File: src/sv/bcg_pkg.sv
package bcg_pkg;

    // configuration port
    localparam int unsigned CFG_IDX_W  = 2;
    localparam int unsigned CFG_DATA_W = 12;

    localparam logic [CFG_IDX_W-1:0] CFG_REFERENCE_MV = 2'd0;
    localparam logic [CFG_IDX_W-1:0] CFG_DIVIDER      = 2'd1;
    localparam logic [CFG_IDX_W-1:0] CFG_LOW_PCT      = 2'd2;
    localparam logic [CFG_IDX_W-1:0] CFG_CRIT_PCT     = 2'd3;

    localparam logic [11:0] RST_REFERENCE_MV = 12'd3300;
    localparam logic [11:0] RST_DIVIDER      = 12'd512;
    localparam logic [6:0]  RST_LOW_PCT      = 7'd20;
    localparam logic [6:0]  RST_CRIT_PCT     = 7'd10;

    // filter: millivolts with 8 fraction bits
    localparam int unsigned FV_W      = 25;
    localparam int unsigned FRAC_BITS = 8;
    localparam int unsigned MV_W      = 16;
    localparam int unsigned PCT_W     = 7;

    localparam logic [15:0] ALPHA_Q16  = 16'd6554;
    localparam logic [15:0] KEEP_Q16   = 16'd58982;  // 65536 - alpha
    localparam int unsigned ALPHA_SHIFT = 16;

    // curve: d*slope / 256000 = ((d*slope) >> 11) / 125
    localparam int unsigned D_W         = 16;
    localparam int unsigned SLOPE_W     = 8;
    localparam int unsigned PRE_SHIFT   = 11;
    localparam int unsigned Y_W         = 12;  // (d*slope) >> 11 < 2500
    localparam logic [15:0] RECIP_125   = 16'd8389;  // ceil(2^20 / 125)
    localparam int unsigned RECIP_SHIFT = 20;
    localparam int unsigned QUO_W       = 5;   // segment quotient <= 20

    localparam logic [FV_W-1:0] V_4200 = FV_W'(4200 * 256);
    localparam logic [FV_W-1:0] V_3950 = FV_W'(3950 * 256);
    localparam logic [FV_W-1:0] V_3850 = FV_W'(3850 * 256);
    localparam logic [FV_W-1:0] V_3750 = FV_W'(3750 * 256);
    localparam logic [FV_W-1:0] V_3650 = FV_W'(3650 * 256);
    localparam logic [FV_W-1:0] V_3500 = FV_W'(3500 * 256);
    localparam logic [FV_W-1:0] V_3300 = FV_W'(3300 * 256);

    typedef struct packed {
        logic [D_W-1:0]     d;         // offset into segment, 8 fraction bits
        logic [SLOPE_W-1:0] slope;     // percent per volt
        logic [PCT_W-1:0]   base_pct;  // percent at segment base
    } t_seg;

endpackage

File: src/sv/bcg_in_if.sv
interface bcg_in_if #(
    parameter int ADC_BITS = 12
) ();
    logic                valid;
    logic                ready;
    logic [ADC_BITS-1:0] adc_sample;

    modport source (output valid, output adc_sample, input ready);
    modport sink   (input valid, input adc_sample, output ready);
endinterface

File: src/sv/bcg_out_if.sv
interface bcg_out_if ();
    logic        valid;
    logic        ready;
    logic [15:0] filtered_mv;
    logic [6:0]  charge_percent;
    logic        is_low;
    logic        is_critical;

    modport source (output valid, output filtered_mv, output charge_percent,
                    output is_low, output is_critical, input ready);
    modport sink   (input valid, input filtered_mv, input charge_percent,
                    input is_low, input is_critical, output ready);
endinterface

File: src/sv/battery_charge_gauge_core.sv
// Channel  | Dir | Handshake          | Word
// ---------+-----+--------------------+------------------------------------------------
// i_smp    | in  | valid/ready        | adc_sample[ADC_BITS]
// o_res    | out | valid/ready        | filtered_mv[16], charge_percent[7], is_low,
//          |     |                    | is_critical
// i_cfg_*  | in  | write enable only  | i_cfg_idx[2], i_cfg_data[12]
//
// From acceptance to o_res.valid a word passes the reference and divider
// products, the fold step of the divide by 2^ADC_BITS-1 (folding passes, then
// the exit check), the filter (skipped for the first word after reset) and the
// curve lookup. The single multiplier/accumulator is the bottleneck:
// every product goes through it.
// Reset (synchronous, active low) empties the filter and restores the register
// defaults. A result waits in the output register; the sequencer holds in its
// last step until that register is free, and i_smp.ready is high only when idle.
module battery_charge_gauge_core
    import bcg_pkg::*;
#(
    parameter int ADC_BITS = 12
) (
    input  logic                  i_clk,
    input  logic                  i_rst_n,
    bcg_in_if.sink                i_smp,
    bcg_out_if.source             o_res,
    input  logic                  i_cfg_we,
    input  logic [CFG_IDX_W-1:0]  i_cfg_idx,
    input  logic [CFG_DATA_W-1:0] i_cfg_data
);

    // multiplier operand widths: raw*ref needs ADC_BITS+12, the filter needs 25
    localparam int MA_W  = (ADC_BITS + 12 > FV_W) ? ADC_BITS + 12 : FV_W;
    localparam int MB_W  = 16;
    localparam int PR_W  = MA_W + MB_W;
    localparam int ACC_W = PR_W + 1;
    localparam int P_W   = ADC_BITS + 24;   // raw * ref * divider
    localparam int HI_W  = P_W - ADC_BITS;

    // sequencer
    localparam logic [3:0] S_IDLE  = 4'd0;
    localparam logic [3:0] S_MUL1  = 4'd1;  // raw * reference
    localparam logic [3:0] S_MUL2  = 4'd2;  // * divider
    localparam logic [3:0] S_FOLD  = 4'd3;  // divide by 2^N-1, one fold per cycle
    localparam logic [3:0] S_FLT1  = 4'd4;  // f * (1 - alpha)
    localparam logic [3:0] S_FLT2  = 4'd5;  // + x * alpha, >> 16
    localparam logic [3:0] S_SEG   = 4'd6;  // curve segment lookup
    localparam logic [3:0] S_SLOPE = 4'd7;  // d * slope
    localparam logic [3:0] S_RECIP = 4'd8;  // (>> 11) * 1/125
    localparam logic [3:0] S_DONE  = 4'd9;  // percent, flags, output load

    logic [3:0] r_state, n_state;

    // configuration registers
    logic [11:0]      r_ref_mv;
    logic [11:0]      r_div;
    logic [PCT_W-1:0] r_low;
    logic [PCT_W-1:0] r_crit;

    always_ff @(posedge i_clk) begin
        if (!i_rst_n) begin
            r_ref_mv <= RST_REFERENCE_MV;
            r_div    <= RST_DIVIDER;
            r_low    <= RST_LOW_PCT;
            r_crit   <= RST_CRIT_PCT;
        end else if (i_cfg_we) begin
            unique case (i_cfg_idx)
                CFG_REFERENCE_MV: r_ref_mv <= i_cfg_data;
                CFG_DIVIDER:      r_div    <= i_cfg_data;
                CFG_LOW_PCT:      r_low    <= i_cfg_data[PCT_W-1:0];
                CFG_CRIT_PCT:     r_crit   <= i_cfg_data[PCT_W-1:0];
                default: ;
            endcase
        end
    end

    // datapath registers
    logic [ADC_BITS-1:0] r_raw;
    logic [ACC_W-1:0]    r_acc;
    logic [P_W-1:0]      r_p;     // running fold value
    logic [FV_W-1:0]     r_q;     // running quotient
    logic [FV_W-1:0]     r_x;     // scaled sample
    logic [FV_W-1:0]     r_fv;    // filter state
    logic                r_primed;
    t_seg                r_seg;

    // shared multiplier
    logic [MA_W-1:0] mul_a;
    logic [MB_W-1:0] mul_b;
    logic [PR_W-1:0] prod;

    always_comb begin
        mul_a = '0;
        mul_b = '0;
        case (r_state)
            S_MUL1: begin
                mul_a = MA_W'(r_raw);
                mul_b = MB_W'(r_ref_mv);
            end
            S_MUL2: begin
                mul_a = MA_W'(r_acc[ADC_BITS+11:0]);
                mul_b = MB_W'(r_div);
            end
            S_FLT1: begin
                mul_a = MA_W'(r_fv);
                mul_b = KEEP_Q16;
            end
            S_FLT2: begin
                mul_a = MA_W'(r_x);
                mul_b = ALPHA_Q16;
            end
            S_SLOPE: begin
                mul_a = MA_W'(r_seg.d);
                mul_b = MB_W'(r_seg.slope);
            end
            S_RECIP: begin
                mul_a = MA_W'(r_acc[PRE_SHIFT +: Y_W]);
                mul_b = RECIP_125;
            end
            default: ;
        endcase
    end

    assign prod = PR_W'(mul_a) * PR_W'(mul_b);

    // fold: p = hi*2^N + lo = hi*(2^N-1) + (hi + lo)
    logic [HI_W-1:0]     fold_hi;
    logic [ADC_BITS-1:0] fold_lo;
    logic [P_W-1:0]      fold_sum;
    logic [FV_W-1:0]     x_val;

    assign fold_hi  = r_p[P_W-1:ADC_BITS];
    assign fold_lo  = r_p[ADC_BITS-1:0];
    assign fold_sum = P_W'(fold_hi) + P_W'(fold_lo);
    // remainder of exactly 2^N-1 is one more unit of quotient
    assign x_val    = r_q + FV_W'(fold_lo == {ADC_BITS{1'b1}});

    logic [ACC_W-1:0] flt_sum;
    assign flt_sum = r_acc + ACC_W'(prod);

    t_seg seg;
    bcg_seg u_seg (
        .i_fv  (r_fv),
        .o_seg (seg)
    );

    // final percent and flags
    logic [PCT_W-1:0] pct;
    assign pct = r_seg.base_pct + PCT_W'(r_acc[RECIP_SHIFT +: QUO_W]);

    logic r_ovld;
    logic out_free;
    logic out_load;
    assign out_free = !r_ovld || o_res.ready;
    assign out_load = (r_state == S_DONE) && out_free;

    always_comb begin
        n_state = r_state;
        unique case (r_state)
            S_IDLE:  if (i_smp.valid) n_state = S_MUL1;
            S_MUL1:  n_state = S_MUL2;
            S_MUL2:  n_state = S_FOLD;
            S_FOLD:  begin
                if (fold_hi == '0) n_state = r_primed ? S_FLT1 : S_SEG;
            end
            S_FLT1:  n_state = S_FLT2;
            S_FLT2:  n_state = S_SEG;
            S_SEG:   n_state = S_SLOPE;
            S_SLOPE: n_state = S_RECIP;
            S_RECIP: n_state = S_DONE;
            S_DONE:  if (out_free) n_state = S_IDLE;
            default: n_state = S_IDLE;
        endcase
    end

    always_ff @(posedge i_clk) begin
        if (!i_rst_n) begin
            r_state  <= S_IDLE;
            r_primed <= 1'b0;
        end else begin
            r_state <= n_state;
            if (r_state == S_FOLD && fold_hi == '0) r_primed <= 1'b1;
        end
    end

    always_ff @(posedge i_clk) begin
        case (r_state)
            S_IDLE: r_raw <= i_smp.adc_sample;
            S_MUL1: r_acc <= ACC_W'(prod);
            S_MUL2: begin
                r_p <= prod[P_W-1:0];
                r_q <= '0;
            end
            S_FOLD: begin
                if (fold_hi != '0) begin
                    r_p <= fold_sum;
                    r_q <= r_q + FV_W'(fold_hi);
                end else begin
                    r_x <= x_val;
                    if (!r_primed) r_fv <= x_val;   // first sample loads the filter
                end
            end
            S_FLT1:  r_acc <= ACC_W'(prod);
            S_FLT2:  r_fv  <= flt_sum[ALPHA_SHIFT +: FV_W];
            S_SEG:   r_seg <= seg;
            S_SLOPE: r_acc <= ACC_W'(prod);
            S_RECIP: r_acc <= ACC_W'(prod);
            default: ;
        endcase
    end

    // output register
    logic [MV_W-1:0]  r_o_mv;
    logic [PCT_W-1:0] r_o_pct;
    logic             r_o_low;
    logic             r_o_crit;

    always_ff @(posedge i_clk) begin
        if (!i_rst_n) begin
            r_ovld <= 1'b0;
        end else if (out_load) begin
            r_ovld <= 1'b1;
        end else if (o_res.ready) begin
            r_ovld <= 1'b0;
        end
    end

    always_ff @(posedge i_clk) begin
        if (out_load) begin
            r_o_mv   <= r_fv[FRAC_BITS +: MV_W];
            r_o_pct  <= pct;
            r_o_low  <= (pct <= r_low);
            r_o_crit <= (pct <= r_crit);
        end
    end

    assign i_smp.ready          = (r_state == S_IDLE);
    assign o_res.valid          = r_ovld;
    assign o_res.filtered_mv    = r_o_mv;
    assign o_res.charge_percent = r_o_pct;
    assign o_res.is_low         = r_o_low;
    assign o_res.is_critical    = r_o_crit;

endmodule

File: src/sv/bcg_seg.sv
module bcg_seg
    import bcg_pkg::*;
(
    input  logic [FV_W-1:0] i_fv,
    output t_seg            o_seg
);

    logic [FV_W-1:0] base;

    always_comb begin
        base           = '0;
        o_seg.slope    = '0;
        o_seg.base_pct = '0;
        priority if (i_fv >= V_4200) begin
            base           = i_fv;   // flat top, d = 0
            o_seg.base_pct = 7'd100;
        end else if (i_fv >= V_3950) begin
            base = V_3950; o_seg.slope = 8'd80;  o_seg.base_pct = 7'd80;
        end else if (i_fv >= V_3850) begin
            base = V_3850; o_seg.slope = 8'd200; o_seg.base_pct = 7'd60;
        end else if (i_fv >= V_3750) begin
            base = V_3750; o_seg.slope = 8'd200; o_seg.base_pct = 7'd40;
        end else if (i_fv >= V_3650) begin
            base = V_3650; o_seg.slope = 8'd200; o_seg.base_pct = 7'd20;
        end else if (i_fv >= V_3500) begin
            base = V_3500; o_seg.slope = 8'd100; o_seg.base_pct = 7'd10;
        end else if (i_fv >= V_3300) begin
            base = V_3300; o_seg.slope = 8'd33;  o_seg.base_pct = 7'd0;
        end else begin
            base = i_fv;   // empty, d = 0
        end
        // widest segment is 250 mV < 2^16 / 256
        o_seg.d = D_W'(i_fv - base);
    end

endmodule

File: src/flat_wrapper.sv
// flat-port wrapper written by rule: the top's interface ports become plain ports
module battery_charge_gauge_core_flat import bcg_pkg::*;
#(
    parameter int ADC_BITS = 12
)
  (i_clk, i_rst_n, i_cfg_we, i_cfg_idx, i_cfg_data, i_smp_valid, i_smp_adc_sample, i_smp_ready, o_res_valid, o_res_filtered_mv, o_res_charge_percent, o_res_is_low, o_res_is_critical, o_res_ready);
  bcg_in_if #(.ADC_BITS(ADC_BITS)) i_smp_i ();
  bcg_out_if o_res_i ();
  input  logic i_clk;
  input  logic i_rst_n;
  input  logic i_cfg_we;
  input  logic [CFG_IDX_W-1:0] i_cfg_idx;
  input  logic [CFG_DATA_W-1:0] i_cfg_data;
  input wire logic [$bits(i_smp_i.valid)-1:0] i_smp_valid;
  input wire logic [$bits(i_smp_i.adc_sample)-1:0] i_smp_adc_sample;
  output wire logic [$bits(i_smp_i.ready)-1:0] i_smp_ready;
  output wire logic [$bits(o_res_i.valid)-1:0] o_res_valid;
  output wire logic [$bits(o_res_i.filtered_mv)-1:0] o_res_filtered_mv;
  output wire logic [$bits(o_res_i.charge_percent)-1:0] o_res_charge_percent;
  output wire logic [$bits(o_res_i.is_low)-1:0] o_res_is_low;
  output wire logic [$bits(o_res_i.is_critical)-1:0] o_res_is_critical;
  input wire logic [$bits(o_res_i.ready)-1:0] o_res_ready;
  assign i_smp_i.valid = i_smp_valid;
  assign i_smp_i.adc_sample = i_smp_adc_sample;
  assign i_smp_ready = i_smp_i.ready;
  assign o_res_valid = o_res_i.valid;
  assign o_res_filtered_mv = o_res_i.filtered_mv;
  assign o_res_charge_percent = o_res_i.charge_percent;
  assign o_res_is_low = o_res_i.is_low;
  assign o_res_is_critical = o_res_i.is_critical;
  assign o_res_i.ready = o_res_ready;
  battery_charge_gauge_core #(.ADC_BITS(ADC_BITS)) u_core (.i_clk(i_clk), .i_rst_n(i_rst_n), .i_smp(i_smp_i), .o_res(o_res_i), .i_cfg_we(i_cfg_we), .i_cfg_idx(i_cfg_idx), .i_cfg_data(i_cfg_data));
endmodule
File: config.mk
export PLATFORM = sky130hd
export DESIGN_NAME = battery_charge_gauge_core_flat
export DESIGN_NICKNAME = d
export VERILOG_FILES = /design/src/sv/bcg_pkg.sv /design/src/sv/bcg_in_if.sv /design/src/sv/bcg_out_if.sv /design/src/sv/battery_charge_gauge_core.sv /design/src/sv/bcg_seg.sv /design/src/flat_wrapper.sv
export SDC_FILE = /design/constraint.sdc
export NUM_CORES = 2
export LEC_CHECK = 0
export BUFFER_PORTS_ARGS = -buffer_cell sky130_fd_sc_hd__buf_2
export CAP_MARGIN = 30
export CORE_MARGIN = 2
export CORE_UTILIZATION = 45
export DETAILED_ROUTE_END_ITERATION = 6
export GPL_TIMING_DRIVEN = 0
export PLACE_DENSITY = 0.6
export SLEW_MARGIN = 40
export SYNTH_ARGS = -nofsm -noshare
export SYNTH_HDL_FRONTEND = slang
export SYNTH_SLANG_ARGS = --single-unit
File: constraint.sdc
create_clock -name i_clk -period 14.7 [get_ports i_clk]
set_clock_uncertainty 0.1 [all_clocks]
set_input_delay 1.47 -clock i_clk [delete_from_list [all_inputs] [get_ports i_clk]]
set_output_delay 1.47 -clock i_clk [all_outputs]
set_load 0.01 [all_outputs]
# Word-level counts from Yosys, hierarchy flattened

Index checks and enable logic that the tools add are counted.

Bits in registers: 264
Latch bits: 0
Bits in writable memories: 0
Memory bits (read-only): 0
Output and inout port bits: 27
Memories: 0

Add/sub/neg operators: 6
Multipliers: 1
Div/mod/pow operators: 0
$lt $le $gt $ge: 9
Equality and inequality tests: 19
Shift operators: 0
Multiplexer cells: 29
Bitwise logic cells: 1
Reduce and logical (&&, ||, !) cells: 23

Operators with widths:

| operator                                                            | count |
|---|---|
| greater-or-equal comparator 25 x 20 -> 1 bit, second input constant | 6 |
| case mux 25 bit (6 select lines)                                    | 1 |
| 2-to-1 mux 16 bit                                                   | 7 |
| case mux 25 bit (2 select lines)                                    | 2 |
| case mux 16 bit (6 select lines)                                    | 1 |
| 2-to-1 mux 25 bit                                                   | 3 |
| case mux 36 bit (2 select lines)                                    | 1 |
| 2-to-1 mux 15 bit                                                   | 3 |
| adder 41 bit                                                        | 1 |
| multiplier 25 x 16 -> 41 bit                                        | 1 |
| case mux 4 bit (10 select lines)                                    | 1 |
| 2-to-1 mux 36 bit                                                   | 1 |
| 2-to-1 mux 14 bit                                                   | 2 |
| adder 24 x 12 -> 25 bit                                             | 1 |
| adder 25 x 1 -> 25 bit                                              | 1 |
| adder 25 x 24 -> 25 bit                                             | 1 |
| greater-or-equal comparator 25 x 21 -> 1 bit, second input constant | 1 |
| logical NOT 24 bit                                                  | 1 |
| nonzero test 24 bit                                                 | 1 |
| == test 4 x 3 -> 1 bit, second input constant                       | 4 |
| subtractor 16 bit                                                   | 1 |
| <= comparator 7 bit                                                 | 2 |
| 2-to-1 mux 13 bit                                                   | 1 |
| == test 12 bit, second input constant                               | 1 |
| other kinds (24)                                                    | 43 |

# Logic depth before layout (Yosys ltp)

Word-level depth: 9
Depth in mapped cells: 44
Gate-level depth less buffers: 42

# Hierarchy

Synthesis repeated with hierarchy kept, for this count alone.

Cell total of the unflattened synthesis: 2,919
Area, all modules: 27,697.8 um2

By module, submodules not included:

| module                    | times used | cells each | area each (um2) |
|---|---|---|---|
| battery_charge_gauge_core | 1          | 2,756      | 26,548.0 |
| bcg_seg                   | 1          | 163        | 1,149.9 |

# Worst setup path before layout

Ideal clock, no wire load.

Kind: register -> register
Start: reg u_core.r_state[1]
End: reg u_core.r_fv[24], data pin
Library setup time: 0.270 ns
Arrival: 9.362 ns
Required time: 14.330 ns
Path slack: 4.968 ns
Stages on the path, launching flop included: 42
Buffers on the path: 3
Cell sequence: dfxtp_1 > buf_2 > nand2b_1 > nor3_1 > clkbuf_1 > a222oi_1 > nand2_1 > clkbuf_1 > nand2_1 > fa_1 > fa_1 > fa_1 > inv_1 > fa_1 > fa_1 > inv_1 > fa_1 > inv_1 > [6 not listed] > a21o_1 > a21oi_1 > o21bai_1 > a21oi_1 > xnor2_1 > ha_1 > a21oi_1 > o21bai_1 > a21o_1 > a21o_1 > a21o_1 > a21oi_1 > o41ai_2 > a41o_1 > a221oi_2 > xnor2_1 > xnor2_1 > a21oi_1

Cells in the longest elaborated chain, start to end: 5

Ends and longest elaborated chain:

| element                                                                              | line                             | RTL |
|---|---|---|
| start, declared                                                                      | battery_charge_gauge_core.sv:50  | `logic [3:0] r_state, n_state;` |
| start signal, assigned                                                               | battery_charge_gauge_core.sv:179 | `r_state <= n_state;` |
| == test 4 bit, or another cell as far along                                          | battery_charge_gauge_core.sv:93  | `case (r_state)` |
| case mux 25 bit (6 select lines) or case mux 16 bit (6 select lines) (tied branches) | battery_charge_gauge_core.sv:93  |  |
| multiplier 25 x 16 -> 41 bit (*)                                                     | battery_charge_gauge_core.sv:122 | `assign prod = PR_W'(mul_a) * PR_W'(mul_b);` |
| named net u_core.prod[22]                                                            | battery_charge_gauge_core.sv:88  | `logic [PR_W-1:0] prod;` |
| adder 41 bit (*)                                                                     | battery_charge_gauge_core.sv:137 | `assign flt_sum = r_acc + ACC_W'(prod);` |
| case mux 25 bit (2 select lines) (*)                                                 | battery_charge_gauge_core.sv:185 | `case (r_state)` |
| end signal, assigned                                                                 | battery_charge_gauge_core.sv:198 | `if (!r_primed) r_fv <= x_val;` |
| end signal, assigned                                                                 | battery_charge_gauge_core.sv:202 | `S_FLT2: r_fv <= flt_sum[ALPHA_SHIFT +: FV_W];` |
| end, declared                                                                        | battery_charge_gauge_core.sv:81  | `logic [FV_W-1:0] r_fv;` |

The timed path passes the listed nets; every way through them passes the cells marked *.
A chain may end at the register's enable or synchronous reset.

# Worst setup path in the final report

Same ends and word-level chain as after synthesis.

==> impl_metrics.json <==
{
  "outcome": "finished with violations",
  "clock_latency_ns": 0.55,
  "power_density_nw_per_um2": 92.73,
  "syn_area_um2": 27520,
  "dieArea_um2": 63150,
  "synth-compound-area-share": 0.1160,
  "regToRegStartpoint": "u_core.r_state[1]$_SDFFE_PN0P_",
  "hold_depth": 2,
  "postRouteWirelength_um": 86660,
  "avgSynthCellArea_um2": 9.351,
  "firstDrtPassIters": 7,
  "path_delay_family": "compound AO/OA/AOI/OAI gates",
  "setup_viol": 0,
  "grt_pass1_vias": 22150,
  "vdd_drop_max_mv": 0.08038,
  "hold_ws_ns": 0.3741,
  "path_clk_slew_ns": 0.06,
  "postRouteAntennaNets": 0,
  "hp-class": "register to register",
  "final.setup.tns_ns": 0,
  "muxShareOfSynthArea": 0.0007729,
  "num_io_pins": 58,
  "cp_num_buf_inv": 6,
  "p_leak_nw": 13.89,
  "synth_top_area_frac": 0.2357,
  "drcViolationCount": 2,
  "grtUsageTotal": 0.2817,
  "grt_pass1_wl_um": 133500,
  "clock.fmax_ghz": 0.07867,
  "critPathMaxStageDelay_ns": 0.72,
  "reg2regPathDepth": 41,
  "syn-instance-count": 2943,
  "grt_max_degree": 42,
  "ctsHoldBuffers": 0,
  "fp.dieW_um": 251.3,
  "ys_ff_latch": 260,
  "synth_xor_area_frac": 0.04074,
  "drt_iter0_drc": 2025,
  "path_max_fanout": 10,
  "rrSetupSlack_ns": 1.99,
  "fillers": 5614,
  "maxCapViolCount": 0,
  "synth_cell_type_count": 78,
  "multiInputGateArea_um2": 18050,
  "tightest_slew_ns": 0.8630,
  "end_kind": "register",
  "synth_edf_count": 216,
  "postCtsSetupRepairBufs": 0,
  "cp.arrival_ns": 12.90,
  "required_ns": 14.89,
  "wl_per_cell_um": 22.50,
  "synth_adder_area_share": 0.3377,
  "ys_warn_count": 0,
  "cts_resized": 0,
  "synth_flop_cell": "edfxtp_1",
  "start_util": 0.4559,
  "cts_num_sinks": 260,
  "ctsHtreeMaxLevel": 2,
  "n_antenna_cell": 0,
  "syn-num-nets": 3523,
  "start_kind": "register",
  "r2r-end": "u_core.r_fv[24]$_DFFE_PP_",
  "finalCritPeriodShare": 0.8647,
  "report.final.slew_viol_count": 0,
  "crit_slowest_cell": "clkbuf_1",
  "cts_tree": "yes",
  "grt_overflow_total": 0,
  "antenna_found_initial": 3,
  "cts_buffers": 34,
  "final_util": 0.4988,
  "clockRootBuffer": "clkbuf_16",
  "rsz0062_at_grt": "no",
  "hold_viol": 0,
  "async_flop_share": 0,
  "violations": "DRC",
  "port_buffers": 57,
  "seq_area_frac_synth": 0.2677,
  "dp_hpwl_um": 72380,
  "synth_top_family_by_area": "adder cells",
  "period_minus_slack_ns": 12.71,
  "holdPathEnd": "u_core.r_ref_mv[1]$_SDFFE_PN0P_",
  "crit_type": "register to register",
  "die_h_um": 251.3,
  "viasPerCell": 5.698,
  "synth_area_leaders": "edfxtp_1 24%, fa_1 23%, ha_1 10%",
  "routabilityCongestion": 0.9819,
  "area_growth_syn_to_layout_pct": 9.393,
  "nets": 3626,
  "max-slew-margin-rel": 0.4235,
  "yosys.area_share.simple": 0.1574,
  "ff_latch_area_um2": 7367,
  "clk_path_buf_depth": 3,
  "vias": 21950,
  "min-delay-start": "u_core.r_ref_mv[1]$_SDFFE_PN0P_",
  "num_rows": 90,
  "yosysTopAreaCell": "edfxtp_1",
  "final_layout_size_suffix_gt1_frac": 0.05570,
  "core_um2": 60360
}
cell usage after synthesis (37+ instances only):
cell type,instances
inv_1,477
nand2_1,450
fa_1,323
ha_1,226
edfxtp_1,216
nor2_1,164
a21oi_1,134
clkbuf_1,97
xnor2_1,85
o21ai_0,81
a21o_1,71
and2_1,71
nand3_1,46
dfxtp_1,44
xor2_1,43
a21boi_0,37
cells by family after synthesis:
family,after synthesis
and+or+nand+nor,939
other,1
muxes,2
buffers and inverters,582
xor gates and xnor gates,128
adders and majority gates,549
DFF,260
AOI/OAI and AO/OA,482
layout make-up:
| class | count | area share |
|---|---|---|
| multi-input combinational | 2101 | 0.5996 |
| sequential | 260 | 0.2447 |
| inverter | 477 | 0.05947 |
| tap | 782 | 0.03250 |
| clock buffer | 44 | 0.03113 |
| timing repair buffer | 67 | 0.01355 |
| buffer | 105 | 0.01326 |
| clock inverter | 16 | 0.005819 |
worst max-delay path by stage:
stage / start / endpoint / slack [ns] / depth (start not counted)
finish: u_core.r_state[1]$_SDFFE_PN0P_ / u_core.r_fv[24]$_DFFE_PP_ / 1.99 / 41
CTS: u_core.r_state[1]$_SDFFE_PN0P_ / u_core.r_fv[24]$_DFFE_PP_ / 2.15 / 41
global route: u_core.r_state[2]$_SDFFE_PN0P_ / u_core.r_fv[24]$_DFFE_PP_ / 1.45 / 41
global placement: u_core.r_state[1]$_SDFFE_PN0P_ / u_core.r_fv[24]$_DFFE_PP_ / 1.98 / 41
floorplan: u_core.r_state[1]$_SDFFE_PN0P_ / u_core.r_fv[24]$_DFFE_PP_ / 4.97 / 41
detailed placement: u_core.r_state[1]$_SDFFE_PN0P_ / u_core.r_fv[24]$_DFFE_PP_ / 2.17 / 41
report_power, final:
| group | leakage, nW | internal (W) | switching [W] |
|---|---|---|---|
| Combinational | 11.0 | 0.000350 | 0.000662 |
| Sequential | 2.37 | 0.000879 | 0.0000691 |
| Clock | 0.546 | 0.000479 | 0.000353 |
layout by cell type (no fill, tap or decap), types with 9 or more instances in the layout:
master and n:
a31oi_1 16, fa_1 323, or3_1 9, nor3_1 24, or2_2 14, clkbuf_16 35, dfxtp_1 44, clkbuf_1 102
and3_1 33, inv_1 477, xnor2_1 83, and2_1 71, nand2b_1 16, nand3b_1 10, buf_2 63, o211ai_1 11
o31ai_1 9, edfxtp_1 216, o21ai_0 80, nand3_1 46, a21o_1 71, nor3b_1 9, xor2_1 43, a211o_1 9
nor4_1 9, o21bai_1 15, nor2b_1 23, ha_1 226, a222oi_1 13, nand4_1 35, nand2_1 450, a21boi_0 37
o21a_1 13, nor2_1 162, a21oi_1 134
state kept, by name (all words and copies together), names as in the netlist:
| name | cells |
|---|---|
| u_core.o_res.charge_percent | 7 |
| u_core.o_res.filtered_mv | 16 |
| u_core.o_res.is_critical | 1 |
| u_core.o_res.is_low | 1 |
| u_core.o_res.valid | 1 |
| u_core.r_acc | 41 |
| u_core.r_crit | 7 |
| u_core.r_div | 12 |
| u_core.r_fv | 25 |
| u_core.r_low | 7 |
| u_core.r_p | 36 |
| u_core.r_primed | 1 |
| u_core.r_q | 25 |
| u_core.r_raw | 12 |
| u_core.r_ref_mv | 12 |
| u_core.r_seg | 27 |
| u_core.r_state | 4 |
| u_core.r_x | 25 |
worst min-delay path: stages, from the launching register on:
cell      delay (ns)
dfxtp_1         0.31
nand2_1         0.05
a21boi_0        0.06
metal layers:
| layer | part of all wire | GRT usage | wire length [µm] |
|---|---|---|---|
| met3 | 0.072 | 0.03717 | 6216 |
| met2 | 0.47 | 0.4628 | 40680 |
| met4 | 0.044 | 0.1112 | 3852 |
| met1 | 0.41 | 0.3790 | 35910 |
| met5 | 0 | 0 | 0 |
metrics by stage:
stage          instances  power (W)  setup WS (ns)  instance area [µm²]
6_report            3852   0.002792          1.988                30110
5_1_grt             3852   0.002940          1.450                30110
4_1_cts             3851   0.002794          2.146                30090
3_5_place_dp        3791   0.001956          2.175                28980
3_3_place_gp        3782   0.001928          1.981                28780
2_1_floorplan       2943   0.001607          4.968                27520
(Power assumes the default switching activity.)
